File: src/rtl/fvn_pkg.sv
`timescale 1ns / 1ps

package fvn_pkg;

	localparam int POS_FRAC = 40;
	localparam int PX_W     = 57;
	localparam int SUM_W    = 52;
	localparam int TOT_W    = 21;
	localparam int AMP_W    = 17;
	localparam int QUOT_W   = 32;

	localparam int CFG_IDX_W  = 2;
	localparam int CFG_DATA_W = 24;

	localparam logic [CFG_IDX_W-1:0] CFG_OCTAVE_COUNT   = 2'd0;
	localparam logic [CFG_IDX_W-1:0] CFG_BASE_FREQUENCY = 2'd1;
	localparam logic [CFG_IDX_W-1:0] CFG_PERSISTENCE    = 2'd2;

	localparam logic [3:0]  OCT_RESET  = 4'd5;
	localparam logic [23:0] FREQ_RESET = 24'd301990;
	localparam logic [15:0] PERS_RESET = 16'd34079;

	localparam logic [31:0] HASH_X  = 32'd374761393;
	localparam logic [31:0] HASH_Z  = 32'd668265263;
	localparam logic [31:0] HASH_XZ = HASH_X + HASH_Z;
	localparam logic [31:0] HASH_M  = 32'd1274126177;

	localparam logic signed [31:0] ONE_Q30 = 32'sh4000_0000;
	localparam logic [AMP_W-1:0]   AMP_ONE = 17'h1_0000;

	typedef struct packed {
		logic signed [PX_W-1:0]  px;
		logic signed [PX_W-1:0]  pz;
		logic signed [SUM_W-1:0] sum;
		logic [TOT_W-1:0]        total;
		logic [AMP_W-1:0]        amp;
	} oct_item_t;

endpackage

File: src/rtl/fvn_divider.sv
`timescale 1ns / 1ps

module fvn_divider import fvn_pkg::*; (
	input  logic                    clk,
	input  logic                    arst_n,
	input  logic                    en,
	input  logic                    in_valid,
	input  logic signed [SUM_W-1:0] sum,
	input  logic [TOT_W-1:0]        total,
	output logic                    out_valid,
	output logic [QUOT_W-1:0]       quot,
	output logic                    neg
);

	localparam int SPS = 4;
	localparam int NST = QUOT_W / SPS;

	logic [SUM_W-1:0] mag;
	assign mag = sum[SUM_W-1] ? SUM_W'(-sum) : SUM_W'(sum);

	logic              v_s   [NST+1];
	logic              neg_s [NST+1];
	logic [TOT_W-1:0]  tot_s [NST+1];
	logic [TOT_W-1:0]  rem_s [NST+1];
	logic [QUOT_W-1:0] lo_s  [NST+1];
	logic [QUOT_W-1:0] q_s   [NST+1];

	always_ff @(posedge clk or negedge arst_n) begin
		if (!arst_n) begin
			v_s[0] <= 1'b0;
		end else if (en) begin
			v_s[0] <= in_valid;
		end
	end

	always_ff @(posedge clk) begin
		if (en) begin
			neg_s[0] <= sum[SUM_W-1];
			tot_s[0] <= total;
			rem_s[0] <= TOT_W'(mag[SUM_W-1:QUOT_W]);
			lo_s[0]  <= mag[QUOT_W-1:0];
			q_s[0]   <= '0;
		end
	end

	for (genvar k = 0; k < NST; k++) begin : g_st
		logic [TOT_W-1:0]  r_c;
		logic [QUOT_W-1:0] l_c, q_c;

		always_comb begin
			logic [TOT_W:0] t;
			r_c = rem_s[k];
			l_c = lo_s[k];
			q_c = q_s[k];
			for (int j = 0; j < SPS; j++) begin
				t   = {r_c, l_c[QUOT_W-1]};
				l_c = l_c << 1;
				if (t >= {1'b0, tot_s[k]}) begin
					t   = t - {1'b0, tot_s[k]};
					q_c = {q_c[QUOT_W-2:0], 1'b1};
				end else begin
					q_c = {q_c[QUOT_W-2:0], 1'b0};
				end
				r_c = t[TOT_W-1:0];
			end
		end

		always_ff @(posedge clk or negedge arst_n) begin
			if (!arst_n) begin
				v_s[k+1] <= 1'b0;
			end else if (en) begin
				v_s[k+1] <= v_s[k];
			end
		end

		always_ff @(posedge clk) begin
			if (en) begin
				neg_s[k+1] <= neg_s[k];
				tot_s[k+1] <= tot_s[k];
				rem_s[k+1] <= r_c;
				lo_s[k+1]  <= l_c;
				q_s[k+1]   <= q_c;
			end
		end
	end

	assign out_valid = v_s[NST];
	assign quot      = q_s[NST];
	assign neg       = neg_s[NST];

endmodule

File: config.mk
export PLATFORM = sky130hd
export DESIGN_NAME = fvn_divider
export DESIGN_NICKNAME = d
export VERILOG_FILES = /design/src/rtl/fvn_pkg.sv /design/src/rtl/fvn_divider.sv
export SDC_FILE = /design/constraint.sdc
export NUM_CORES = 2
export LEC_CHECK = 0
export CAP_MARGIN = 20
export CORE_MARGIN = 2
export CORE_UTILIZATION = 55
export CTS_CLUSTER_DIAMETER = 50
export DETAILED_ROUTE_END_ITERATION = 8
export DONT_BUFFER_PORTS = 1
export GPL_TIMING_DRIVEN = 0
export HOLD_SLACK_MARGIN = 0.08
export PLACE_DENSITY = 0.7
export SYNTH_ARGS = -nofsm -noshare
export SYNTH_HDL_FRONTEND = slang
export SYNTH_SLANG_ARGS = --single-unit
File: constraint.sdc
create_clock -name clk -period 14.3 [get_ports clk]
set_input_delay 0.715 -clock clk [delete_from_list [all_inputs] [get_ports clk]]
set_output_delay 0.715 -clock clk [all_outputs]
set_load 0.03 [all_outputs]
# Yosys cells after proc, flatten, opt, wreduce, memory -nomap -nowiden
# Memory sizes are Yosys's and may differ from the RTL's.
# Index checks and enable logic that the tools add are counted.
# totals
regBits,9
latchBits,0
mem_bits_rw,963
mem_bits_ro,0
output_inout_bits,34
elab_cells,146
n_memories,5
# op_classes
addsub,33
n_mul,0
n_div,0
order_cmp,32
n_eq_ne,0
shift,0
mux,67
n_bitwise,0
n_reduce_logical,0
# memory_table
memory,words,width,read_ports,rd_clocked_by_memory_dff,write_ports,line,source
lo_s,9,32,8,0,9,fvn_divider.sv:25,logic [QUOT_W-1:0] lo_s [NST+1];
q_s,9,32,9,0,9,fvn_divider.sv:26,logic [QUOT_W-1:0] q_s [NST+1];
rem_s,9,21,8,0,9,fvn_divider.sv:24,logic [TOT_W-1:0] rem_s [NST+1];
tot_s,9,21,8,0,9,fvn_divider.sv:23,logic [TOT_W-1:0] tot_s [NST+1];
neg_s,9,1,9,0,9,fvn_divider.sv:22,logic neg_s [NST+1];
# ops
cell,count
greater-or-equal comparator 22 x 21 -> 1 bit,32
2-to-1 mux 21 bit,32
subtractor 21 bit,32
2-to-1 mux 52 bit,1
negator 52 bit,1
2-to-1 mux 1 bit,34

# Longest topological paths before layout
# An unclocked memory read counts as a cell.
# depth
depth_word,9
ltp_mapped,58
depth_no_buf,54

# Worst setup path before layout
# No wires, ideal clock.
# synth_path
kind,register to register
start,memory tot_s[4][0] (netlist: tot_s[0][84])
end,memory rem_s[5][14] (netlist: rem_s[0][119]) (data pin)
arrival_time_ns,11.246
required_time_ns,14.040
setup_slack_ns,2.794
path_stages_with_launch,53
path_cell_list,edfxtp_1 > ha_1 > inv_1 > fa_1 > a211oi_1 > o21a_1 > o311a_1 > o21ai_2 > a21oi_2 > o21ai_4 > buf_1 > clkbuf_1 > mux2_2 > ha_1 > nor2b_1 > o21bai_1 > a21oi_1 > o41ai_2 > [17 not listed] > buf_2 > buf_1 > nor2_1 > a21oi_1 > fa_1 > a21oi_1 > o21ai_0 > a221oi_1 > o21ai_0 > nor4_1 > o31ai_1 > a21o_1 > a21oi_1 > o21ai_0 > a21o_1 > a211oi_4 > buf_6 > mux2_2
# synth_rtl
element,line
from (decl),fvn_divider.sv:23
to (decl),fvn_divider.sv:24

==> metrics.csv <==
metric,value,unit
crit_path_start_kind,flop,
clk_path_buf_depth,3,
m1WireLength,74000,um
placed_cells,7664,
hpwl,130000,um
worstHoldPathType,input port to flop,
n_fill_cell,9092,
die-area,109000,sq um
drv_cap,0,
start_util,0.555,
core_area,105000,sq um
antenna_found_initial,2,
slew_headroom,-0.574,
syn_nets,7052,
final-hold-violation-count,0,
finalClockSkew,37.8,ps
setup_viol,0,
maxSlewViolCount,272,
die_x,330,um
io_buffers,0,
worstPathRequired,14650,ps
worstMarginPinSlew,2360,ps
syn_area_per_cell,9.31,sq um
vias_per_cell,6.17,
cts_sinks,641,
period_share,0.950,
grt_pass1_vias,45073,
final_common_cell,ha_1,
cts_tree,yes,
min_from,total[1],
cpMostUsedCell,o21ai_0,
cp-end-kind,flop,
synth_warnings,0,
async_flop_share,0.0140,
worstSkewPairLatency,680,ps
period_minus_slack,13580,ps
die_y,330,um
max_stage_delay,580,ps
fin_area,63600,sq um
gp_routability_congestion,0.959,
synth_edf_count,632,
drt_iter0_drc,4083,
violations,slew limit,
route.detailed.drc,0,
worstPathArrival,13930,ps
postRouteAntennaNets,0,
syn_area,58400,sq um
grt_use_total,0.294,
met3_length,10100,um
highest_layer,met5,
ys.flop_type,edfxtp_1,
drive_gt1_frac,0.0833,
num_rows,119,
r2r_start,tot_s[0][21],
critPathKind,flop to flop,
path_clk_slew,60,ps
hold_slack,121,ps
grt_max_degree,634,
io_pins,111,
final_cell_mix,"673 x ha_1, 632 x edfxtp_1, 555 x a21oi_1",
grt_pass1_wl,251000,um
placed_cell_area,60100,sq um
crit_fanout,10,
fmax,73.6,MHz
finalNonFillerCells,7859,
post_drt_wl_per_cell,20.9,um
yosys.cell_types.count,91,
route.met2.wl,74400,um
htree_num_levels,3,
slowest_stage,a2111oi_2,
netlist_instances,6271,
dr.pass1.iters,8,
ys_ff_latch,641,
nets,7177,
ys_seq_area_frac,0.329,
status,"finished, violations left",
crit_start,tot_s[0][21],
syn_to_final_growth,9.01,%
cts_buffers,85,
grt-ovfl-total,0,
wirelength,164000,um
vias,48512,
cts-root-buf,clkbuf_16,
## final cells by class
type                    instances  area (sq um)  share of cell area
flip-flops and latches        641         19200               0.302
repair buffers                 42           328             0.00515
clock buffers                  91          2150              0.0338
clock inverters                67           801              0.0126
multi-input cells            5071         37200               0.585
plain buffers                 123           547             0.00859
well taps                    1391          1740              0.0274
diodes                          1          2.50           0.0000393
inverters                     432          1630              0.0256
## path summary, 6_finish.rpt
check | slack (ps) | to | cells after the start
worst max-delay path | 720 | rem_s[0][50] | 52
worst min-delay path | 120 | tot_s[0][1] | 0
worst max register to register | 720 | rem_s[0][50] | 52
worst min register to register | 410 | q_s[1][50] | 0
max in group asynchronous | 13650 | out_valid | 1
min in group asynchronous | 390 | v_s[7] | 1
## critical path: cells and delay by family, from the launching register on
kind / cells / cell delay, ps
flops: 1 / 550
compound gates: 25 / 6360
buf+inv: 11 / 2420
fa+ha+maj: 5 / 1920
simple gates: 11 / 1920
## registers in the layout, summed over array words and instances, names as in the netlist
register   cells
rem_s        167
neg_s          9
tot_s        168
v_s            8
out_valid      1
lo_s         144
q_s          144
## metal layers
layer  global-route usage  vias to the layer above
met3               0.0374                      297
met1                0.406                    22962
met2                0.473                     1527
met5                    0                        -
li1                     -                    23724
met4                0.110                        2
## cell usage after synthesis, types with 25 or more instances
cell | number | area, sq um
a211oi_1 | 56 | 420
a21o_1 | 223 | 1670
a21oi_1 | 557 | 2790
a22oi_1 | 42 | 315
a31oi_1 | 41 | 257
and2_1 | 32 | 200
and3_1 | 51 | 319
clkbuf_1 | 101 | 379
edfxtp_1 | 632 | 19000
fa_1 | 31 | 621
ha_1 | 673 | 8420
inv_1 | 424 | 1590
mux2_2 | 187 | 2110
mux2i_1 | 73 | 731
nand2_1 | 478 | 1790
nand2b_1 | 92 | 576
nand3_1 | 115 | 576
nand4_1 | 99 | 619
nor2_1 | 397 | 1490
nor2b_1 | 78 | 488
nor3_1 | 101 | 505
nor4_1 | 25 | 156
o211ai_1 | 37 | 278
o21a_1 | 79 | 593
o21ai_0 | 445 | 2230
o21bai_1 | 66 | 495
o221ai_1 | 47 | 412
o31ai_1 | 57 | 428
or2_2 | 39 | 244
or3_1 | 39 | 244
xnor2_1 | 382 | 3350
xor2_1 | 186 | 1630
## cells by family after synthesis
group           share of synthesized area
compound gates                      0.210
simple gates                        0.133
mux                                0.0512
xor+xnor                           0.0852
buf+inv                            0.0364
fa+ha+maj                           0.155
flops                               0.329
## stage by stage
step                 util  TNS (ps)  worst slack [ps]
finish              0.605         0               720
detailed placement  0.571    -39640             -1020
global route        0.604     -1.26             -1.26
floorplan               -         0              2790
CTS                 0.600         0              9.51
global placement    0.571    -31110              -929
## what timing repair did
action,in CTS,in global routing
pin swaps,0,3
buffers inserted,0,38
endpoints found under the hold margin,9,0
resized for setup,24,101
setup endpoints to repair,126,155
hold buffers,1,0
Power is left out: the tool's default activity adds up to more than one toggle a clock period on the data nets, which glitch-free logic cannot reach.
